$ cat src/rtl/srcb_pkg.sv
package srcb_pkg;

    // Field widths
    localparam int POS_W      = 12;
    localparam int PIX_W      = 24;
    localparam int CH_W       = 8;
    localparam int CH_N       = PIX_W / CH_W;
    localparam int FRAC_W     = 8;
    localparam int CFG_IDX_W  = 2;
    localparam int CFG_DATA_W = 24;

    // Divider steps per pipeline stage and resulting stage counts
    localparam int MOD_STEPS  = 2;
    localparam int MOD_STG    = POS_W / MOD_STEPS;
    localparam int FRAC_STEPS = 2;
    localparam int FRAC_STG   = FRAC_W / FRAC_STEPS;

    // Register reset values
    localparam logic [POS_W-1:0] STRIPE_WIDTH_RST = 12'd10;
    localparam logic             ALONG_ROWS_RST   = 1'b1;
    localparam logic             FORWARD_DIR_RST  = 1'b1;
    localparam logic [PIX_W-1:0] WORK_COLOR_RST   = 24'h000000;

    typedef enum logic [CFG_IDX_W-1:0] {
        CFG_STRIPE_WIDTH = 2'd0,
        CFG_ALONG_ROWS   = 2'd1,
        CFG_FORWARD_DIR  = 2'd2,
        CFG_WORK_COLOR   = 2'd3
    } cfg_idx_t;

    // Beat in flight through the position modulo divider
    typedef struct packed {
        logic [PIX_W-1:0] pixel;
        logic             rising;
        logic [POS_W-1:0] pos;
        logic [POS_W-1:0] rem;
    } mod_item_t;

    // Beat in flight through the fraction divider
    typedef struct packed {
        logic [PIX_W-1:0]  pixel;
        logic [POS_W-1:0]  rem;
        logic [FRAC_W-1:0] quo;
    } frac_item_t;

    // Beat handed to the blend stages
    typedef struct packed {
        logic [PIX_W-1:0]  pixel;
        logic [FRAC_W-1:0] factor;
    } blend_item_t;

    // One restoring step of pos mod w: shift in the next dividend bit
    function automatic logic [POS_W-1:0] mod_step(logic [POS_W-1:0] rem, logic din,
                                                  logic [POS_W-1:0] w);
        logic [POS_W:0] t;
        t = {rem, din};
        if (t >= {1'b0, w})
        begin
            t = t - {1'b0, w};
        end
        return t[POS_W-1:0];
    endfunction

    // One fraction bit of rem / w, with rem below w
    function automatic frac_item_t frac_step(frac_item_t it, logic [POS_W-1:0] w);
        logic [POS_W:0] t;
        frac_item_t     o;
        o     = it;
        t     = {it.rem, 1'b0};
        o.quo = {it.quo[FRAC_W-2:0], 1'b0};
        if (t >= {1'b0, w})
        begin
            t        = t - {1'b0, w};
            o.quo[0] = 1'b1;
        end
        o.rem = t[POS_W-1:0];
        return o;
    endfunction

endpackage

$ cat src/rtl/srcb_mod_unit.sv
module srcb_mod_unit
    import srcb_pkg::*;
(
    input  logic             clk,
    input  logic             rst_n,
    input  logic [POS_W-1:0] width,
    input  logic             in_valid,
    output logic             in_ready,
    input  mod_item_t        in_item,
    output logic             out_valid,
    input  logic             out_ready,
    output mod_item_t        out_item
);

    logic [MOD_STG-1:0] valid_reg;
    logic [MOD_STG-1:0] stg_en;
    mod_item_t          item_reg  [MOD_STG];
    mod_item_t          item_next [MOD_STG];

    // A stage loads when empty or when the stage after it moves
    always_comb
    begin
        stg_en[MOD_STG-1] = !valid_reg[MOD_STG-1] || out_ready;
        for (int k = MOD_STG - 2; k >= 0; k--)
        begin
            stg_en[k] = !valid_reg[k] || stg_en[k+1];
        end
    end

    assign in_ready  = stg_en[0];
    assign out_valid = valid_reg[MOD_STG-1];
    assign out_item  = item_reg[MOD_STG-1];

    for (genvar k = 0; k < MOD_STG; k++)
    begin : g_stage
        mod_item_t src;
        logic      src_valid;

        if (k == 0)
        begin : g_first
            assign src       = in_item;
            assign src_valid = in_valid;
        end
        else
        begin : g_rest
            assign src       = item_reg[k-1];
            assign src_valid = valid_reg[k-1];
        end

        // Shift the dividend bits into the remainder, a few per stage
        always_comb
        begin
            item_next[k] = src;
            for (int s = 0; s < MOD_STEPS; s++)
            begin
                item_next[k].rem = mod_step(item_next[k].rem, item_next[k].pos[POS_W-1],
                                            width);
                item_next[k].pos = {item_next[k].pos[POS_W-2:0], 1'b0};
            end
        end

        always_ff @(posedge clk or negedge rst_n)
        begin
            if (!rst_n)
            begin
                valid_reg[k] <= 1'b0;
            end
            else if (stg_en[k])
            begin
                valid_reg[k] <= src_valid;
            end
        end

        always_ff @(posedge clk)
        begin
            if (stg_en[k])
            begin
                item_reg[k] <= item_next[k];
            end
        end
    end

endmodule

$ cat src/rtl/srcb_frac_unit.sv
module srcb_frac_unit
    import srcb_pkg::*;
(
    input  logic             clk,
    input  logic             rst_n,
    input  logic [POS_W-1:0] width,
    input  logic             in_valid,
    output logic             in_ready,
    input  mod_item_t        in_item,
    output logic             out_valid,
    input  logic             out_ready,
    output blend_item_t      out_item
);

    localparam int NSTG = FRAC_STG + 1;

    logic [NSTG-1:0] valid_reg;
    logic [NSTG-1:0] stg_en;
    frac_item_t      item_reg  [NSTG];
    frac_item_t      item_next [NSTG];

    always_comb
    begin
        stg_en[NSTG-1] = !valid_reg[NSTG-1] || out_ready;
        for (int k = NSTG - 2; k >= 0; k--)
        begin
            stg_en[k] = !valid_reg[k] || stg_en[k+1];
        end
    end

    assign in_ready        = stg_en[0];
    assign out_valid       = valid_reg[NSTG-1];
    assign out_item.pixel  = item_reg[NSTG-1].pixel;
    assign out_item.factor = item_reg[NSTG-1].quo;

    // Entry stage: flip the ramp for the falling direction
    always_comb
    begin
        item_next[0].pixel = in_item.pixel;
        item_next[0].quo   = '0;
        item_next[0].rem   = in_item.rising ? in_item.rem
                                            : width - POS_W'(1) - in_item.rem;
    end

    for (genvar k = 1; k < NSTG; k++)
    begin : g_stage
        // Develop fraction bits of rem / width, force zero for zero width
        always_comb
        begin
            item_next[k] = item_reg[k-1];
            for (int s = 0; s < FRAC_STEPS; s++)
            begin
                item_next[k] = frac_step(item_next[k], width);
            end
            if ((k == NSTG - 1) && (width == '0))
            begin
                item_next[k].quo = '0;
            end
        end
    end

    for (genvar k = 0; k < NSTG; k++)
    begin : g_reg
        logic src_valid;

        if (k == 0)
        begin : g_first
            assign src_valid = in_valid;
        end
        else
        begin : g_rest
            assign src_valid = valid_reg[k-1];
        end

        always_ff @(posedge clk or negedge rst_n)
        begin
            if (!rst_n)
            begin
                valid_reg[k] <= 1'b0;
            end
            else if (stg_en[k])
            begin
                valid_reg[k] <= src_valid;
            end
        end

        always_ff @(posedge clk)
        begin
            if (stg_en[k])
            begin
                item_reg[k] <= item_next[k];
            end
        end
    end

endmodule

$ cat src/rtl/srcb_blend.sv
module srcb_blend
    import srcb_pkg::*;
(
    input  logic             clk,
    input  logic             rst_n,
    input  logic [PIX_W-1:0] color,
    input  logic             in_valid,
    output logic             in_ready,
    input  blend_item_t      in_item,
    output logic             out_valid,
    input  logic             out_ready,
    output logic [PIX_W-1:0] out_pixel
);

    logic [2*CH_W-1:0] prod_src_reg  [CH_N];
    logic [2*CH_W:0]   prod_col_reg  [CH_N];
    logic [2*CH_W-1:0] prod_src_next [CH_N];
    logic [2*CH_W:0]   prod_col_next [CH_N];
    logic [PIX_W-1:0]  pixel_reg;
    logic [PIX_W-1:0]  pixel_next;
    logic              mul_valid_reg;
    logic              out_valid_reg;
    logic              mul_en;
    logic              out_en;
    logic [CH_W:0]     inv_factor;

    assign out_en    = !out_valid_reg || out_ready;
    assign mul_en    = !mul_valid_reg || out_en;
    assign in_ready  = mul_en;
    assign out_valid = out_valid_reg;
    assign out_pixel = pixel_reg;

    // Form both products of each channel
    assign inv_factor = (CH_W+1)'(256) - {1'b0, in_item.factor};

    always_comb
    begin
        for (int c = 0; c < CH_N; c++)
        begin
            prod_src_next[c] = {{CH_W{1'b0}}, in_item.pixel[c*CH_W +: CH_W]}
                             * {{CH_W{1'b0}}, in_item.factor};
            prod_col_next[c] = {{(CH_W+1){1'b0}}, color[c*CH_W +: CH_W]}
                             * {{CH_W{1'b0}}, inv_factor};
        end
    end

    // Sum the products and drop the low byte
    always_comb
    begin
        for (int c = 0; c < CH_N; c++)
        begin
            pixel_next[c*CH_W +: CH_W] = 8'(({1'b0, prod_src_reg[c]} + prod_col_reg[c]) >> CH_W);
        end
    end

    always_ff @(posedge clk or negedge rst_n)
    begin
        if (!rst_n)
        begin
            mul_valid_reg <= 1'b0;
            out_valid_reg <= 1'b0;
        end
        else
        begin
            if (mul_en)
            begin
                mul_valid_reg <= in_valid;
            end
            if (out_en)
            begin
                out_valid_reg <= mul_valid_reg;
            end
        end
    end

    always_ff @(posedge clk)
    begin
        if (mul_en)
        begin
            prod_src_reg <= prod_src_next;
            prod_col_reg <= prod_col_next;
        end
        if (out_en)
        begin
            pixel_reg <= pixel_next;
        end
    end

endmodule

$ cat src/rtl/stripe_ramp_color_blend.sv
// Pipeline of 6 modulo divider stages, 5 fraction divider stages and 2 blend stages.
// Throughput: one beat per cycle; each stage holds its beat while stalled and
// bubbles close up, so input is taken while a finished pixel waits.
// Reset (rst_n low, asynchronous): pipeline empties, registers take
// width 10, row mode, forward direction, black work color.
module stripe_ramp_color_blend
    import srcb_pkg::*;
(
    input  logic                  clk,
    input  logic                  rst_n,
    // configuration write port
    input  logic                  cfg_wr_en,
    input  logic [CFG_IDX_W-1:0]  cfg_index,
    input  logic [CFG_DATA_W-1:0] cfg_data,
    // input stream
    input  logic                  s_axis_tvalid,
    output logic                  s_axis_tready,
    input  logic [47:0]           s_axis_tdata,  // pixel_in[23:0], pos_x[35:24], pos_y[47:36]
    // output stream
    output logic                  m_axis_tvalid,
    input  logic                  m_axis_tready,
    output logic [PIX_W-1:0]      m_axis_tdata   // pixel_out[23:0]
);

    logic [POS_W-1:0] stripe_width_reg;
    logic             along_rows_reg;
    logic             forward_dir_reg;
    logic [PIX_W-1:0] work_color_reg;

    mod_item_t        mod_in;
    mod_item_t        mod_out;
    logic             mod_out_valid;
    logic             frac_in_ready;
    blend_item_t      frac_out;
    logic             frac_out_valid;
    logic             blend_in_ready;

    // Register writes
    always_ff @(posedge clk or negedge rst_n)
    begin
        if (!rst_n)
        begin
            stripe_width_reg <= STRIPE_WIDTH_RST;
            along_rows_reg   <= ALONG_ROWS_RST;
            forward_dir_reg  <= FORWARD_DIR_RST;
            work_color_reg   <= WORK_COLOR_RST;
        end
        else if (cfg_wr_en)
        begin
            case (cfg_idx_t'(cfg_index))
                CFG_STRIPE_WIDTH: stripe_width_reg <= cfg_data[POS_W-1:0];
                CFG_ALONG_ROWS:   along_rows_reg   <= cfg_data[0];
                CFG_FORWARD_DIR:  forward_dir_reg  <= cfg_data[0];
                CFG_WORK_COLOR:   work_color_reg   <= cfg_data[PIX_W-1:0];
                default:          ;
            endcase
        end
    end

    // Pick the ramp coordinate; column mode reads the direction flag inverted
    always_comb
    begin
        mod_in.pixel  = s_axis_tdata[23:0];
        mod_in.pos    = along_rows_reg ? s_axis_tdata[47:36] : s_axis_tdata[35:24];
        mod_in.rising = along_rows_reg ? forward_dir_reg : !forward_dir_reg;
        mod_in.rem    = '0;
    end

    srcb_mod_unit u_mod (
        .clk       (clk),
        .rst_n     (rst_n),
        .width     (stripe_width_reg),
        .in_valid  (s_axis_tvalid),
        .in_ready  (s_axis_tready),
        .in_item   (mod_in),
        .out_valid (mod_out_valid),
        .out_ready (frac_in_ready),
        .out_item  (mod_out)
    );

    srcb_frac_unit u_frac (
        .clk       (clk),
        .rst_n     (rst_n),
        .width     (stripe_width_reg),
        .in_valid  (mod_out_valid),
        .in_ready  (frac_in_ready),
        .in_item   (mod_out),
        .out_valid (frac_out_valid),
        .out_ready (blend_in_ready),
        .out_item  (frac_out)
    );

    srcb_blend u_blend (
        .clk       (clk),
        .rst_n     (rst_n),
        .color     (work_color_reg),
        .in_valid  (frac_out_valid),
        .in_ready  (blend_in_ready),
        .in_item   (frac_out),
        .out_valid (m_axis_tvalid),
        .out_ready (m_axis_tready),
        .out_pixel (m_axis_tdata)
    );

    // An empty or draining output stage lets the whole pipe move
    assert property (@(posedge clk) disable iff (!rst_n)
        (!m_axis_tvalid || m_axis_tready) |-> s_axis_tready)
        else $error("input stalled while output stage can move");

    // Zero or unit width gives a flat factor of zero: output is the work color
    assert property (@(posedge clk) disable iff (!rst_n)
        (m_axis_tvalid && (stripe_width_reg <= POS_W'(1))) |-> (m_axis_tdata == work_color_reg))
        else $error("flat ramp did not yield the work color");

endmodule

$ cat config.mk
export PLATFORM = sky130hd
export DESIGN_NAME = stripe_ramp_color_blend
export DESIGN_NICKNAME = d
export VERILOG_FILES = /design/src/rtl/srcb_pkg.sv /design/src/rtl/srcb_mod_unit.sv /design/src/rtl/srcb_frac_unit.sv /design/src/rtl/srcb_blend.sv /design/src/rtl/stripe_ramp_color_blend.sv
export SDC_FILE = /design/constraint.sdc
export NUM_CORES = 2
export LEC_CHECK = 0
export BUFFER_PORTS_ARGS = -buffer_cell sky130_fd_sc_hd__clkbuf_2
export CORE_UTILIZATION = 47
export CTS_BUF_LIST = sky130_fd_sc_hd__clkbuf_4 sky130_fd_sc_hd__clkbuf_8
export DETAILED_ROUTE_END_ITERATION = 8
export GPL_TIMING_DRIVEN = 0
export SYNTH_ARGS = -nofsm -noshare
export SYNTH_HDL_FRONTEND = slang
export SYNTH_SLANG_ARGS = --single-unit
$ cat constraint.sdc
create_clock -name clk -period 18.6 [get_ports clk]
set_clock_uncertainty 0.1 [all_clocks]
set_input_delay 1.86 -clock clk [delete_from_list [all_inputs] [get_ports clk]]
set_output_delay 1.86 -clock clk [all_outputs]
set_load 0.02 [all_outputs]
==> out/results.ini <==
[detailed_routing]
firstDrtPassIters=7
ant_nets=0
routedWlPerCell_microns=18.3
finalWirelength_mm=105
viasPerCell=5.34
drt_iter0_markers=1882
via_count=30700
drc_errors=42

[finish]
drive_gt1_share_pct=11.8
area_growth_pct=10.5
regArea_sq_um=18100
largest_reg_flops=252
fillers=8644
multi_input_area_sq_um=25800
fin_nets=5203

[clocking]
cts_resized=0
cts_made_buffers=105
cts_sinks=611
clk_pin_slew_ns=0.06
cts_tree=built
clk_latency_ns=0.82
cts_setup_buffers=0
htreeDepth=3
clock_path_buffers=3
ctsHoldBuffers=0
cts_root_buffer=clkbuf_8

[synth]
syn_inst=4155
synth_nets=4974
synth_edf_count=560
ys.flop_type=edfxtp_1
synth_area_sq_um=46000
ys_seq_area_share_pct=39.4
synth_cell_types=90
synth-seq-cells=611
syn_avg_cell_area_sq_um=11.1
ys.warnings.count=0
ys_async_sr_fraction_pct=8.35

[floorplan]
rows=114
die_h_microns=315
coreArea_sq_um=96900
ios=105
dieArea_sq_um=99100
die_w_microns=315
initial_core_util_pct=47.5

[global_route]
grt_pass1_wl_mm=167
overflow=0
grt_pass1_vias=30700
grt.total_usage_pct=21.7
antenna_found_initial=5
grt_max_degree=72

[timing]
worst_pin_slew_ns=1.45
drv_slew=0
period_share_pct=42.1
hold_viol=0
setup_violations=0
fin_setup_tns_ns=0
slew_headroom_pct=3.50
max_freq_ghz=0.128
fin_crit_ns=7.84
rsz0062_at_grt=no

[worst_setup_path]
start_kind=primary input
path_cells=clkbuf_2 > nor2b_1 > nand2_4 > nor2_1 > nand2_2 > buf_16 > nor2_1 > and2_1 > nand4_1 > buf_8 > buf_16 > clkbuf_2
crit_required_ns=16.64
r2r_start=stripe_width_reg[1]$_DFFE_PN1P_
r2r_cells=22
reg2reg_slack_ns=11.31
timing.rr.end=u_frac.item_reg[0][102]$_DFFE_PP_
path_delay_family=simple AND/OR/NAND/NOR gates
critPathKind=in -> out
path_buf_inv=5
cpMaxStageDelayCell=nor2b_1
crit_path_end_kind=output pin
cp.arrival_ns=5.88
slowest_delay_ns=0.56
path_max_fanout=28

[place]
port_buffers=104
hpwl_mm=78.5
gp_congestion=0.880

[status]
failed_checks=design-rule violations
status=finished, violations left

[hold_path]
hold_end=u_mod.item_reg[2][16]$_DFFE_PP_
hp-start=u_mod.item_reg[1][14]$_DFFE_PP_
min_path_cells=0
worstHoldPathType=reg -> reg

[job]
drv_cap=0

stage by stage:
step	hold WS (ns)	setup slack [ns]	area [sq um]	instances	util, %
final	0.251	10.76	50800	5755	52.4
after global routing	0.274	10.51	50800	5752	52.4
after CTS	0.257	10.69	50700	5747	52.4
after detailed placement	0.305	10.69	48500	5551	50.0
after global placement	0.301	5.59	48100	5535	49.7
after floorplan	0.300	9.30	46000	4155	-
per-layer routing:
layer  vias to the layer above  share of wire [%]  track usage (%)
met1                     14900                 45             29.0
met2                       635                 47             36.5
met3                       159                4.7             3.26
li1                      15000                  -                -
met5                         -                  0                0
met4                         0                2.8             6.27
final cells by class:
cell class / instances / area share [%]
inverter: 457 / 3.38
clock buffer: 134 / 3.31
timing repair buffer: 122 / 1.78
buffer: 94 / 0.766
tap: 1276 / 3.14
sequential: 611 / 35.6
antenna: 6 / 0.0296
clock inverter: 62 / 1.15
multi-input combinational: 2993 / 50.8
synthesized netlist by cell type, types with 6 or more instances:
cell type  number  share of area, %
o31ai_1         9              0.15
nor2_1        210               1.7
and3_1         15              0.20
mux2i_1        23              0.50
a21oi_1       192               2.1
nand4_1        36              0.49
mux2_2        147               3.6
xor2_1         62               1.2
o311a_1         7              0.15
or2_2          18              0.24
nor3b_1         6             0.098
mux2_4         17              0.56
buf_1          13              0.11
buf_2           8             0.087
a31oi_1        22              0.30
ha_1          493                13
o21a_1         38              0.62
edfxtp_1      560                37
o31a_1         14              0.27
inv_1         457               3.7
nor4_1          9              0.12
mux2_1         17              0.42
nand2_1       299               2.4
fa_1          247                11
o211ai_1       15              0.24
dfrtp_1        47               2.6
a211o_1         9              0.17
o41ai_1         9              0.17
or3_1          24              0.33
nor2b_1        53              0.72
nor3_1         67              0.73
o21ai_0       140               1.5
o21bai_1       25              0.41
a21o_1         64               1.0
a21boi_0       19              0.31
clkbuf_1       67              0.55
a211oi_1       15              0.24
xnor2_1       194               3.7
o22ai_1         9              0.12
nand2b_1       35              0.48
nand3_1        56              0.61
and2_1        280               3.8
cell families after synthesis:
logic type / after synthesis / synth area share (%)
compound gates: 659 / 9.47
mux: 204 / 5.07
flops: 611 / 39.4
fa+ha+maj: 740 / 24.2
xor+xnor: 256 / 4.88
buf+inv: 551 / 4.58
simple gates: 1134 / 12.5
layout by cell type (no fill, tap or decap), drive strengths merged, types with 9 or more instances in the layout:
cell type | synthesis | final
a211o | 9 | 9
a211oi | 17 | 17
a21boi | 19 | 19
a21o | 65 | 65
a21oi | 193 | 193
a31oi | 22 | 22
and2 | 280 | 280
and3 | 15 | 15
buf | 27 | 45
clkbuf | 67 | 305
clkinv | 0 | 43
dfrtp | 47 | 47
edfxtp | 560 | 560
fa | 247 | 247
ha | 493 | 493
inv | 457 | 462
mux2 | 181 | 181
mux2i | 23 | 23
nand2 | 300 | 300
nand2b | 35 | 35
nand3 | 56 | 56
nand4 | 36 | 36
nor2 | 210 | 210
nor2b | 54 | 54
nor3 | 67 | 67
nor4 | 10 | 10
o211ai | 16 | 16
o21a | 39 | 39
o21ai | 143 | 143
o21bai | 25 | 25
o22ai | 9 | 9
o31a | 14 | 14
o31ai | 12 | 12
o41ai | 9 | 9
or2 | 19 | 19
or3 | 24 | 24
xnor2 | 194 | 194
xor2 | 62 | 62
worst max-delay path by stage:
stage                  startpoint            end  slack [ns]  cells after the start
detailed placement  m_axis_tready  s_axis_tready       10.69                     12
global placement    m_axis_tready  s_axis_tready        5.59                      9
floorplan           m_axis_tready  s_axis_tready        9.30                      7
global route        m_axis_tready  s_axis_tready       10.51                     12
finish              m_axis_tready  s_axis_tready       10.76                     12
CTS                 m_axis_tready  s_axis_tready       10.69                     12
Power is left out: the tool's default activity adds up to more than one toggle a clock period on the data nets, which glitch-free logic cannot reach.
